**src/design/fcgi_pkg.sv**
```systemverilog
// Shared types and constants of the FastCGI record deframer.
// No dependencies; used by every module of the block.
package fcgi_pkg;

  localparam int HDR_BYTES = 8;
  localparam int HDR_CNT_W = $clog2(HDR_BYTES);
  localparam logic [HDR_CNT_W-1:0] HDR_LAST = HDR_CNT_W'(HDR_BYTES - 1);

  localparam logic OP_BYTE = 1'b0;
  localparam logic OP_EOS  = 1'b1;

  typedef enum logic [2:0] {
    KIND_HEADER    = 3'd0,
    KIND_PAYLOAD   = 3'd1,
    KIND_FRAME_END = 3'd2,
    KIND_CLEAN     = 3'd3,
    KIND_TRUNC     = 3'd4
  } kind_t;

  typedef struct packed {
    logic       op;
    logic [7:0] data;
  } item_t;

  typedef struct packed {
    kind_t       kind;
    logic [7:0]  out_byte;
    logic [15:0] record_type;
    logic [15:0] request_id;
    logic [15:0] content_length;
    logic        frame_end;
  } result_t;

endpackage

```
**src/design/fastcgi_record_deframer.sv**
```systemverilog
// FastCGI record deframer, top level.
// Depends on fcgi_pkg, fcgi_in_stage, fcgi_parser and fcgi_out_stage.
//
// Usage: the slave channel (in_*) carries the raw byte stream, one byte per
// transaction, with in_tuser low; a transaction with in_tuser high marks the
// end of the stream and its byte is ignored. The master channel (out_*)
// carries one result per record header, per payload byte, per record end
// after padding and per end of stream. Header bytes other than the last one,
// and padding bytes other than the last one, produce no result.
// out_tuser gives the result kind, and out_tlast is high on the result that
// completes a record including its padding.
// Throughput is one transaction per clock cycle while the output is not
// stalled. An accepted byte is held in the input register, and its result
// is loaded into the result register as the byte moves on.
// Reset (rst_n low at a clock edge) empties both registers and returns the
// parser to the start of a header. When the receiver holds out_tready low,
// the result stays in place and the input register still takes one more
// transaction; bytes that produce no result keep flowing past a stalled
// output. An end-of-stream report returns the parser to its reset state.
module fastcgi_record_deframer (
  input  logic        clk,
  input  logic        rst_n,
  input  logic        in_tvalid,
  output logic        in_tready,
  input  logic [7:0]  in_tdata,   // [7:0] in_byte
  input  logic        in_tuser,   // [0] op: low = stream byte, high = end of stream
  output logic        out_tvalid,
  input  logic        out_tready,
  output logic [55:0] out_tdata,  // [7:0] out_byte, [23:8] record_type,
                                  // [39:24] request_id, [55:40] content_length
  output logic [2:0]  out_tuser,  // [2:0] kind
  output logic        out_tlast   // frame_end
);

  fcgi_pkg::item_t   in_item;
  fcgi_pkg::item_t   item;
  fcgi_pkg::result_t res;
  fcgi_pkg::result_t out_res;
  logic              item_valid;
  logic              res_vld;
  logic              out_free;
  logic              advance;

  assign in_item.op   = in_tuser;
  assign in_item.data = in_tdata;

  // The held item moves on when it yields nothing or the result register
  // can take what it yields.
  assign advance = item_valid && (!res_vld || out_free);

  fcgi_in_stage u_in (
    .clk        (clk),
    .rst_n      (rst_n),
    .in_valid   (in_tvalid),
    .in_ready   (in_tready),
    .in_item    (in_item),
    .advance    (advance),
    .item_valid (item_valid),
    .item       (item)
  );

  fcgi_parser u_parser (
    .clk     (clk),
    .rst_n   (rst_n),
    .item    (item),
    .step    (advance),
    .res     (res),
    .res_vld (res_vld)
  );

  fcgi_out_stage u_out (
    .clk       (clk),
    .rst_n     (rst_n),
    .load      (advance && res_vld),
    .res       (res),
    .free      (out_free),
    .out_valid (out_tvalid),
    .out_ready (out_tready),
    .out_res   (out_res)
  );

  assign out_tdata = {out_res.content_length, out_res.request_id,
                      out_res.record_type, out_res.out_byte};
  assign out_tuser = out_res.kind;
  assign out_tlast = out_res.frame_end;

endmodule

```
**src/design/fcgi_in_stage.sv**
```systemverilog
// Input register of the deframer: holds one accepted transaction.
// Depends on fcgi_pkg.
module fcgi_in_stage (
  input  logic            clk,
  input  logic            rst_n,
  input  logic            in_valid,
  output logic            in_ready,
  input  fcgi_pkg::item_t in_item,
  input  logic            advance,
  output logic            item_valid,
  output fcgi_pkg::item_t item
);

  logic            valid_r;
  fcgi_pkg::item_t item_r;

  // The slot frees up in the same cycle that its item moves on.
  assign in_ready   = !valid_r || advance;
  assign item_valid = valid_r;
  assign item       = item_r;

  always_ff @(posedge clk) begin
    if (!rst_n) begin
      valid_r <= 1'b0;
    end else if (in_valid && in_ready) begin
      valid_r <= 1'b1;
    end else if (advance) begin
      valid_r <= 1'b0;
    end
  end

  always_ff @(posedge clk) begin
    if (in_valid && in_ready) begin
      item_r <= in_item;
    end
  end

endmodule

```
**src/design/fcgi_parser.sv**
```systemverilog
// Record state machine: header capture, payload and padding counters.
// Depends on fcgi_pkg.
module fcgi_parser (
  input  logic              clk,
  input  logic              rst_n,
  input  fcgi_pkg::item_t   item,
  input  logic              step,
  output fcgi_pkg::result_t res,
  output logic              res_vld
);

  typedef enum logic [1:0] {
    PH_HEADER,
    PH_PAYLOAD,
    PH_PAD
  } phase_t;

  phase_t                          phase_r, phase_nxt;
  logic [fcgi_pkg::HDR_CNT_W-1:0]  hc_r, hc_nxt;
  logic [15:0]                     type_r, type_nxt;
  logic [15:0]                     id_r, id_nxt;
  logic [15:0]                     len_r, len_nxt;
  logic [15:0]                     pl_r, pl_nxt;
  logic [7:0]                      pad_r, pad_nxt;

  always_comb begin
    phase_nxt = phase_r;
    hc_nxt    = hc_r;
    type_nxt  = type_r;
    id_nxt    = id_r;
    len_nxt   = len_r;
    pl_nxt    = pl_r;
    pad_nxt   = pad_r;
    res       = '0;
    res_vld   = 1'b0;

    if (item.op == fcgi_pkg::OP_EOS) begin
      // A stream may only end cleanly between records.
      res_vld  = 1'b1;
      res.kind = (phase_r == PH_HEADER && hc_r == '0) ? fcgi_pkg::KIND_CLEAN
                                                      : fcgi_pkg::KIND_TRUNC;
      phase_nxt = PH_HEADER;
      hc_nxt    = '0;
      type_nxt  = '0;
      id_nxt    = '0;
      len_nxt   = '0;
      pl_nxt    = '0;
      pad_nxt   = '0;
    end else begin
      case (phase_r)
        PH_PAYLOAD: begin
          res_vld            = 1'b1;
          res.kind           = fcgi_pkg::KIND_PAYLOAD;
          res.out_byte       = item.data;
          res.record_type    = type_r;
          res.request_id     = id_r;
          res.content_length = len_r;
          pl_nxt             = pl_r - 16'd1;
          if (pl_r == 16'd1) begin
            if (pad_r == 8'd0) begin
              res.frame_end = 1'b1;
              phase_nxt     = PH_HEADER;
            end else begin
              phase_nxt = PH_PAD;
            end
          end
        end
        PH_PAD: begin
          pad_nxt = pad_r - 8'd1;
          if (pad_r == 8'd1) begin
            res_vld            = 1'b1;
            res.kind           = fcgi_pkg::KIND_FRAME_END;
            res.record_type    = type_r;
            res.request_id     = id_r;
            res.content_length = len_r;
            res.frame_end      = 1'b1;
            phase_nxt          = PH_HEADER;
          end
        end
        default: begin
          case (hc_r)
            3'd0:    type_nxt = {item.data, 8'h00};
            3'd1:    type_nxt = {type_r[15:8], item.data};
            3'd2:    id_nxt   = {item.data, 8'h00};
            3'd3:    id_nxt   = {id_r[15:8], item.data};
            3'd4:    len_nxt  = {item.data, 8'h00};
            3'd5:    len_nxt  = {len_r[15:8], item.data};
            3'd6:    pad_nxt  = item.data;
            default: ;
          endcase
          hc_nxt = hc_r + fcgi_pkg::HDR_CNT_W'(1);
          if (hc_r == fcgi_pkg::HDR_LAST) begin
            // Reserved byte closes the header; all fields are already held.
            hc_nxt             = '0;
            pl_nxt             = len_r;
            res_vld            = 1'b1;
            res.kind           = fcgi_pkg::KIND_HEADER;
            res.record_type    = type_r;
            res.request_id     = id_r;
            res.content_length = len_r;
            if (len_r != 16'd0) begin
              phase_nxt = PH_PAYLOAD;
            end else if (pad_r != 8'd0) begin
              phase_nxt = PH_PAD;
            end else begin
              res.frame_end = 1'b1;
              phase_nxt     = PH_HEADER;
            end
          end
        end
      endcase
    end
  end

  always_ff @(posedge clk) begin
    if (!rst_n) begin
      phase_r <= PH_HEADER;
      hc_r    <= '0;
      type_r  <= '0;
      id_r    <= '0;
      len_r   <= '0;
      pl_r    <= '0;
      pad_r   <= '0;
    end else if (step) begin
      phase_r <= phase_nxt;
      hc_r    <= hc_nxt;
      type_r  <= type_nxt;
      id_r    <= id_nxt;
      len_r   <= len_nxt;
      pl_r    <= pl_nxt;
      pad_r   <= pad_nxt;
    end
  end

endmodule

```
**src/design/fcgi_out_stage.sv**
```systemverilog
// Result register of the deframer, loaded from the parser.
// Depends on fcgi_pkg.
module fcgi_out_stage (
  input  logic              clk,
  input  logic              rst_n,
  input  logic              load,
  input  fcgi_pkg::result_t res,
  output logic              free,
  output logic              out_valid,
  input  logic              out_ready,
  output fcgi_pkg::result_t out_res
);

  logic              valid_r;
  fcgi_pkg::result_t res_r;

  assign free      = !valid_r || out_ready;
  assign out_valid = valid_r;
  assign out_res   = res_r;

  always_ff @(posedge clk) begin
    if (!rst_n) begin
      valid_r <= 1'b0;
    end else if (free) begin
      valid_r <= load;
    end
  end

  always_ff @(posedge clk) begin
    if (free && load) begin
      res_r <= res;
    end
  end

endmodule

```
**config.mk**
```make
export PLATFORM = sky130hd
export DESIGN_NAME = fastcgi_record_deframer
export DESIGN_NICKNAME = d
export VERILOG_FILES = /design/src/design/fcgi_pkg.sv /design/src/design/fastcgi_record_deframer.sv /design/src/design/fcgi_in_stage.sv /design/src/design/fcgi_parser.sv /design/src/design/fcgi_out_stage.sv
export SDC_FILE = /design/constraint.sdc
export NUM_CORES = 1
export LEC_CHECK = 0
export CORE_AREA = 2 2 109 111
export DETAILED_ROUTE_END_ITERATION = 12
export DIE_AREA = 0 0 111 113
export DONT_BUFFER_PORTS = 1
export PLACE_DENSITY = 0.75
export SLEW_MARGIN = 20
export SYNTH_ARGS = -nofsm -noshare
export SYNTH_HDL_FRONTEND = slang
export SYNTH_SLANG_ARGS = --single-unit
```
**constraint.sdc**
```tcl
create_clock -name clk -period 6.5 [get_ports clk]
set_clock_uncertainty 0.05 [all_clocks]
set_input_delay 0.65 -clock clk [delete_from_list [all_inputs] [get_ports clk]]
set_output_delay 0.65 -clock clk [all_outputs]
set_load 0.03 [all_outputs]
```
* After elaboration in Yosys (flattened, before gate mapping)
Index checks and enable logic that the tools add are counted.
** Storage, ports and cells
- Register bits after elaboration :: 148
- Latch bits :: 0
- RAM bits :: 0
- Memory bits (read-only) :: 0
- Input port bits :: 13
- Output and inout port bits :: 62
- Logic and storage cells :: 124
- Memories kept :: 0
** Cells by class
- $add $sub $neg :: 3
- Multipliers :: 0
- Div/mod/pow operators :: 0
- Order comparisons :: 0
- Eq/ne operators :: 19
- Shift-type cells :: 0
- Mux-type cells :: 43
- Bitwise logic cells :: 1
- Reductions and logical operators :: 38
** Operators with widths (count)
- $mux 16 :: 8
- $pmux 16 s2 :: 4
- $mux 49 :: 2
- $pmux 49 s2 :: 1
- $eq 16x1->1 const B :: 1
- $mux 2 :: 8
- $mux 8 :: 2
- $pmux 8 s2 :: 1
- $reduce_and 4->1 :: 4
- $reduce_bool 16->1 :: 1
- $sub 16x1->16 const B :: 1
- $mux 3 :: 5
- $reduce_and 3->1 :: 5
- $reduce_bool 3->1 :: 5
- $eq 3x3->1 const B :: 4
- $ne 2x2->1 const B :: 5
- $mux 1 :: 9
- $eq 8x1->1 const B :: 1
- $logic_not 8->1 :: 1
- $reduce_bool 2->1 :: 4
- $reduce_bool 8->1 :: 1
- $sub 8x1->8 const B :: 1
- $eq 3x2->1 const B :: 2
- $ne 3x2->1 const B :: 2
- other kinds (17) :: 26

* Logic depth before layout (Yosys ltp)
Gate-level depths: netlist (run 1).
- Depth after elaboration :: 10
- Mapped depth :: 10
- Mapped depth without buffers :: 7

* By module
From an unflattened synthesis (run 1), not the netlist that was laid out.
** Unflattened totals
- Cells, all modules :: 644
- Area, all modules :: 6518.8 um^2
** By module, submodules not included
- fcgi_parser :: times used 1, cells an instance 562, area an instance 4312.9 um^2, seq. area each 1541.5 um^2
- fcgi_out_stage :: times used 1, cells an instance 65, area an instance 1859.3 um^2, seq. area each 1821.7 um^2
- fcgi_in_stage :: times used 1, cells an instance 14, area an instance 327.8 um^2, seq. area each 290.3 um^2
- fastcgi_record_deframer :: times used 1, cells an instance 3, area an instance 18.8 um^2, seq. area each 0.0 um^2

* Worst setup path after synthesis (run 1)
OpenSTA, ideal clock, no wires.
- Path type :: register to register
- Start :: register u_parser.phase_r[0]
- End :: register u_out.res_r, in the netlist u_out.out_res[0] (enable)
- Setup time :: 0.478 ns
- Data arrival time :: 3.803 ns
- Required time :: 5.972 ns
- Setup slack :: 2.169 ns
- Stages on the path, launching flop included :: 8
- Path buffers :: 1
- Clock period less this slack :: 4.331 ns
- Cell sequence :: dfxtp_1 -> inv_1 -> ha_1 -> buf_2 -> nor2b_1 -> a21oi_2 -> o21ai_1 -> nor2_1
** On the way
- Cells in the longest elaborated chain, start to end :: 8
- Elaborated cells on any way between the ends :: 9
- Classes of those cells :: 2 x eq/ne; 2 x mux; 5 x reduce/logical
** Ends and longest elaborated chain
- start: declaration :: RTL line fcgi_parser.sv:18 : phase_t phase_r, phase_nxt;
- start signal: assignment :: RTL line fcgi_parser.sv:125 : phase_r <= phase_nxt;
- $eq 2x2->1 / $eq 2x1->1 (equally long branches) :: RTL line fcgi_parser.sv:50 : case (phase_r)
- $pmux 1 s2 * :: RTL line fcgi_parser.sv:50
- $mux 1 * :: RTL line fcgi_parser.sv:37 : if (item.op == fcgi_pkg::OP_EOS) begin
- $logic_not 1->1 :: RTL line fastcgi_record_deframer.sv:49 : assign advance = item_valid && (!res_vld || out_free);
- $logic_or 1x1->1 :: RTL line fastcgi_record_deframer.sv:49
- $logic_and 1x1->1 :: RTL line fastcgi_record_deframer.sv:49
- $logic_and 1x1->1 * :: RTL line fastcgi_record_deframer.sv:74 : .load (advance && res_vld),
- $logic_and 1x1->1 * :: RTL line fcgi_out_stage.sv:30 : if (free && load) begin
- end signal: assignment :: RTL line fcgi_out_stage.sv:31 : res_r <= res;
- end: declaration :: RTL line fcgi_out_stage.sv:15 : fcgi_pkg::result_t res_r;
Every way passes the cells marked *; elsewhere a longest branch is shown, timed or not.
A chain may end at the register's enable or synchronous reset.

* Worst setup path in the final report (run 1)
- Start :: register u_parser.phase_r[1]
- End :: output in_tready
** On the way
- Cells in the longest elaborated chain, start to end :: 7
- Elaborated cells on any way between the ends :: 8
- Classes of those cells :: 2 x eq/ne; 2 x mux; 4 x reduce/logical
** Ends and longest elaborated chain
- $eq 2x2->1 / $eq 2x1->1 (equally long branches) :: RTL line fcgi_parser.sv:50
- $pmux 1 s2 * :: RTL line fcgi_parser.sv:50
- $mux 1 * :: RTL line fcgi_parser.sv:37
- $logic_not 1->1 * :: RTL line fastcgi_record_deframer.sv:49
- $logic_or 1x1->1 * :: RTL line fastcgi_record_deframer.sv:49
- $logic_and 1x1->1 * :: RTL line fastcgi_record_deframer.sv:49
- $logic_or 1x1->1 * :: RTL line fcgi_in_stage.sv:18 : assign in_ready = !valid_r || advance;
- end: declaration :: RTL line fastcgi_record_deframer.sv:24 : output logic in_tready,
Marks and branches as above.

==> results of run 1 <==
[worst max-delay path: cells and delay by family (launching register included)]
kind,cells,cell delay (ns)
AOI/OAI and AO/OA,2,0.41
adders and majority gates,1,0.85
buffers and inverters,2,0.44
DFF,1,0.33
and+or+nand+nor,2,0.55
[cell type report]
class	count	area [µm²]
clock buffer	17	425
clock inverter	15	146
fill	853	3990
inverter	14	52.6
multi-input combinational	432	2800
sequential	148	3650
tap	143	179
timing repair buffer	3	22.5
[Yosys cell counts (12+ instances only)]
| cell | n | share of area |
|---|---|---|
| o211ai_1 | 12 | 0.013 |
| dfxtp_1 | 79 | 0.24 |
| nor2_1 | 37 | 0.021 |
| edfxtp_1 | 69 | 0.31 |
| clkbuf_1 | 21 | 0.012 |
| o21ai_1 | 14 | 0.010 |
| ha_1 | 14 | 0.026 |
| a22oi_1 | 25 | 0.028 |
| a21boi_1 | 19 | 0.021 |
| and3_1 | 49 | 0.046 |
| and2_1 | 14 | 0.013 |
| a21oi_1 | 21 | 0.016 |
| nand2_1 | 51 | 0.029 |
| nand3_1 | 21 | 0.016 |
| buf_2 | 12 | 0.0090 |
| inv_1 | 13 | 0.0073 |
| nor2b_1 | 36 | 0.034 |
[state kept, by name, summed over array words and instances (netlist names)]
signal,count
u_parser.id_r,16
u_parser.hc_r,3
u_in.item,9
u_parser.len_r,16
u_out.out_valid,1
u_parser.type_r,16
u_parser.pad_r,8
u_parser.phase_r,2
u_in.item_valid,1
u_parser.pl_r,16
u_out.out_res,60
[where the power goes]
group | switching (mW) | internal (mW)
sequential | 0.0381 | 0.993
combinational | 0.0723 | 0.0366
clock | 0.402 | 0.536
[logic make-up (layout without fill, tap and decap cells)]
| family | Yosys count | after routing | synth area share |
|---|---|---|---|
| simple gates | 257 | 257 | 0.213 |
| compound gates | 152 | 152 | 0.165 |
| flops | 148 | 148 | 0.546 |
| buf+inv | 53 | 49 | 0.0364 |
| fa+ha+maj | 14 | 14 | 0.0262 |
| mux | 7 | 7 | 0.0105 |
| xor+xnor | 2 | 2 | 0.00262 |
[through the flow]
step,std cells,hold slack [ns],util,worst slack (ns)
floorplan,633,0.376,-,2.17
detailed placement,740,0.389,0.595,3.03
finish,772,0.276,0.646,2.79
global placement,740,0.385,0.595,3.24
CTS,772,0.259,0.646,2.74
global route,772,0.256,0.646,2.56
[worst max-delay path by stage]
stage                     slack, ns           endpoint  depth (start not counted)
final                          2.79          in_tready                          7
after global routing           2.56          in_tready                          7
after CTS                      2.74          in_tready                          7
after detailed placement       3.03  u_out.out_res[53]                          8
after global placement         3.24   u_out.out_res[5]                          8
after floorplan                2.17   u_out.out_res[0]                          7
[layer usage]
layer	track usage	wire [µm]	vias up
met3	0.0643	1060	31
met4	0.0908	318	0
met1	0.337	6500	2405
met2	0.388	7040	223
met5	0	0	-
li1	-	-	2300
==> flow_summary.ini, run 1 <==
[synthesis]
yosys_warnings = 0
synth.distinct_cells = 64
synth-edff-count = 69
ys.flop_type = dfxtp_1
async_reset_ff_frac = 0
ys_seq_area_frac = 0.546
synth_seq_cells = 148
netlist_instances = 633
synthesis.nets = 660
avgSynthCellArea_um2 = 10.6
netlist_area_um2 = 6690

[power_and_ir_drop]
p_per_area_nw_per_um2 = 285
power_mw = 2.08
ir_drop_uv = 180
p_leak_nw = 2.69

[setup_path]
cp_cell_sequence = inv_1, ha_1, nor2b_1, a21oi_2, buf_4, o21ai_1, nand2b_1
crit_required_ns = 5.80
rr_worst_depth = 8
critPathLaunch = u_parser.phase_r[1]
r2r_start = u_parser.phase_r[1]
r2r_slack_ns = 3.06
cp-end-kind = output port
slowest_stage = ha_1
reg2reg_to = u_out.out_res[5]
path_class = reg -> out
arrival_ns = 3.01
worstPathMaxFanout = 49
max_stage_delay_ns = 0.85
start_kind = register

[global_route]
grt_pass1_vias = 4580
grt_usage = 0.248
grt_pass1_wl_mm = 24.7
grt_max_degree = 82
antenna_found_initial = 0
overflow = 0

[clocking]
cts_buffers = 17
cts_hold_buf = 0
clkTransAtPathRegs_ns = 0.06
cts_resized = 0
clockBufferDepth = 2
htree_levels = 4
post-cts-setup-buffers = 0
root_buffer = clkbuf_16
insertion_delay_ns = 0.42
cts_sinks = 148
cts_tree = built

[timing]
setup_viol = 0
hold_violations = 0
slew_headroom = 0.306
fin_setup_tns_ns = 0
rsz0062_at_grt = false
slew_viol_final = 0
post-route-min-period_ns = 3.71
post-route-period-util = 0.571
fmax_mhz = 270
worst_slew_pin_slew_ns = 1.04

[cells_and_area]
design_area_um2 = 7280
syn2layout_area_growth_pct = 8.80
layout_common_cells = dfxtp_1 (79), edfxtp_1 (69), nand2_1 (51)
layout_commonest_cell = dfxtp_1
drive_gt1_frac = 0.0874
layout.nets = 643
diodes = 0

[drt]
viasPerCell = 6.42
routedWlPerCell_um = 19.3
drc = 0
wirelength_mm = 14.9
dr.first_iter.drc_count = 483
ant_nets = 0
dr.pass1.iters = 6
vias = 4959

[hold_path]
hp-class = in -> reg
min_from = in_tdata[4]
min_path_cells = 0
whs_endpoint = u_in.item[4]

[placement]
gp_congestion = 0.883
io_buffers = 0
dp_hpwl_mm = 9.68
place_area_um2 = 6710

[die]
rows = 39
start_util = 0.594
core_um2 = 11300
boundaryPins = 75
fp.dieH_um = 113
die_w_um = 111
die-area_um2 = 12500

[run_status]
outcome = complete, no violations

[flow_run]
drv_cap = 0
(Power assumes the default switching activity.)
==> inputs of run 2 (changes only) <==
Clock period 6.5 ns to 3.5 ns, I/O delays scaled along.
==> run 2 against run 1 <==
Effect of this change:
- critical path depth stayed put
- flip-flop and latch count unchanged
- cell count up 1.7%
- worst hold slack lost 0.25 ns
- sequential power is 86% higher
- non-clock buffer count increased by 13
- critical path type unchanged
==> flow_summary.ini, run 2 (same netlist as run 1, synthesis figures left out) <==
[run_status]
outcome = complete, no violations

[die]
start_util = 0.594
die-area_um2 = 12500
boundaryPins = 75
fp.dieH_um = 113
die_w_um = 111
core_um2 = 11300
rows = 39

[drt]
dr.pass1.iters = 5
routedWlPerCell_um = 20.0
dr.first_iter.drc_count = 580
ant_nets = 0
wirelength_mm = 15.7
viasPerCell = 6.31
vias = 4956
drc = 0

[timing]
slew_viol_final = 0
setup_viol = 0
slew_headroom = 0.293
worst_slew_pin_slew_ns = 1.05
post-route-period-util = 0.824
fin_setup_tns_ns = 0
rsz0062_at_grt = false
hold_violations = 0
fmax_mhz = 347
post-route-min-period_ns = 2.88

[power_and_ir_drop]
p_leak_nw = 2.73
p_per_area_nw_per_um2 = 506
ir_drop_uv = 475

[setup_path]
cp-end-kind = output port
arrival_ns = 2.48
max_stage_delay_ns = 0.48
start_kind = register
slowest_stage = ha_1
critPathBufInv = 1
cp_cell_sequence = inv_1, ha_1, and2_1, nand3_2, a21oi_2, o21ai_1, nand2b_1
r2r_slack_ns = 0.90
cp_top_family = simple AND/OR/NAND/NOR gates
path_class = reg -> out
crit_required_ns = 3.10
worstPathMaxFanout = 13

[global_route]
grt_max_degree = 81
grt_pass1_vias = 4753
overflow = 0
grt_pass1_wl_mm = 25.4
grt_usage = 0.261
antenna_found_initial = 0

[cells_and_area]
layout_commonest_cell = dfxtp_1
syn2layout_area_growth_pct = 10.1
drive_gt1_frac = 0.0794
final_cells = 785
largest_reg_flops = 60
fill_cells = 852
layout_common_cells = dfxtp_1 (79), edfxtp_1 (69), nand2_1 (51)
layout.nets = 656
diodes = 0

[clocking]
cts_sinks = 148
htree_levels = 4
clkTransAtPathRegs_ns = 0.06
cts_resized = 0
clockBufferDepth = 2
root_buffer = clkbuf_16
insertion_delay_ns = 0.42
cts_buffers = 17
cts_tree = built

[hold_path]
hp-class = in -> reg

[placement]
dp_hpwl_mm = 10.2
gp_congestion = 0.962
dp.cells = 741
io_buffers = 0

[flow_run]
drv_cap = 0
-- run 2: changes by cell type in the layout (fill, tap and decap cells not counted), sizes merged --
cell	before	now
inv	21	15
clkbuf	17	22
bufinv	1	0
dlygate4sd3	0	12
buf	3	4
clkinv	3	7
clkinvlp	4	2
-- run 2: metal layers --
layer / global-route usage / wire length (µm)
met5: 0 / 0
met3: 0.0787 / 1040
met1: 0.334 / 6840
met2: 0.413 / 7310
met4: 0.116 / 535
-- run 2: power breakdown --
part | switching (mW) | leakage (nW) | internal, mW
registers | 0.0764 | 1.33 | 1.84
logic | 0.134 | 1.15 | 0.0781
clock network | 0.682 | 0.251 | 0.916
-- run 2: path summary, 6_finish.rpt --
| path | end | cells past startpoint | startpoint |
|---|---|---|---|
| max | in_tready | 7 | u_parser.phase_r[0] |
| min | u_parser.type_r[15] | 1 | rst_n |
| max reg2reg | u_parser.pl_r[12] | 7 | u_parser.phase_r[0] |
| min reg2reg | u_parser.type_r[12] | 2 | u_parser.type_r[12] |
-- run 2: layout make-up --
class / count / area (µm²) / area share
sequential: 148 / 3650 / 0.496
multi-input combinational: 432 / 2800 / 0.381
clock inverter: 10 / 61.3 / 0.00832
timing repair buffer: 16 / 163 / 0.0221
clock buffer: 22 / 454 / 0.0617
tap: 143 / 179 / 0.0243
inverter: 14 / 52.6 / 0.00713
-- run 2: per-stage QoR --
step / area (µm²) / worst slack, ns / power (mW) / hold WS, ns / util
finish: 7370 / 0.617 / 3.73 / 0.0250 / 0.654
global route: 7370 / 0.441 / 3.85 / 0.00800 / 0.654
CTS: 7370 / 0.617 / 3.74 / 0.00147 / 0.654
detailed placement: 6730 / 0.938 / 2.15 / 0.395 / 0.597
global placement: 6730 / 1.02 / 2.15 / 0.388 / 0.597
floorplan: 6700 / 0.168 / 2.11 / 0.376 / -
-- run 2: timing repair --
action                    CTS  global route
hold buffers               12             0
setup buffers               0             0
hold endpoints to repair   12             0
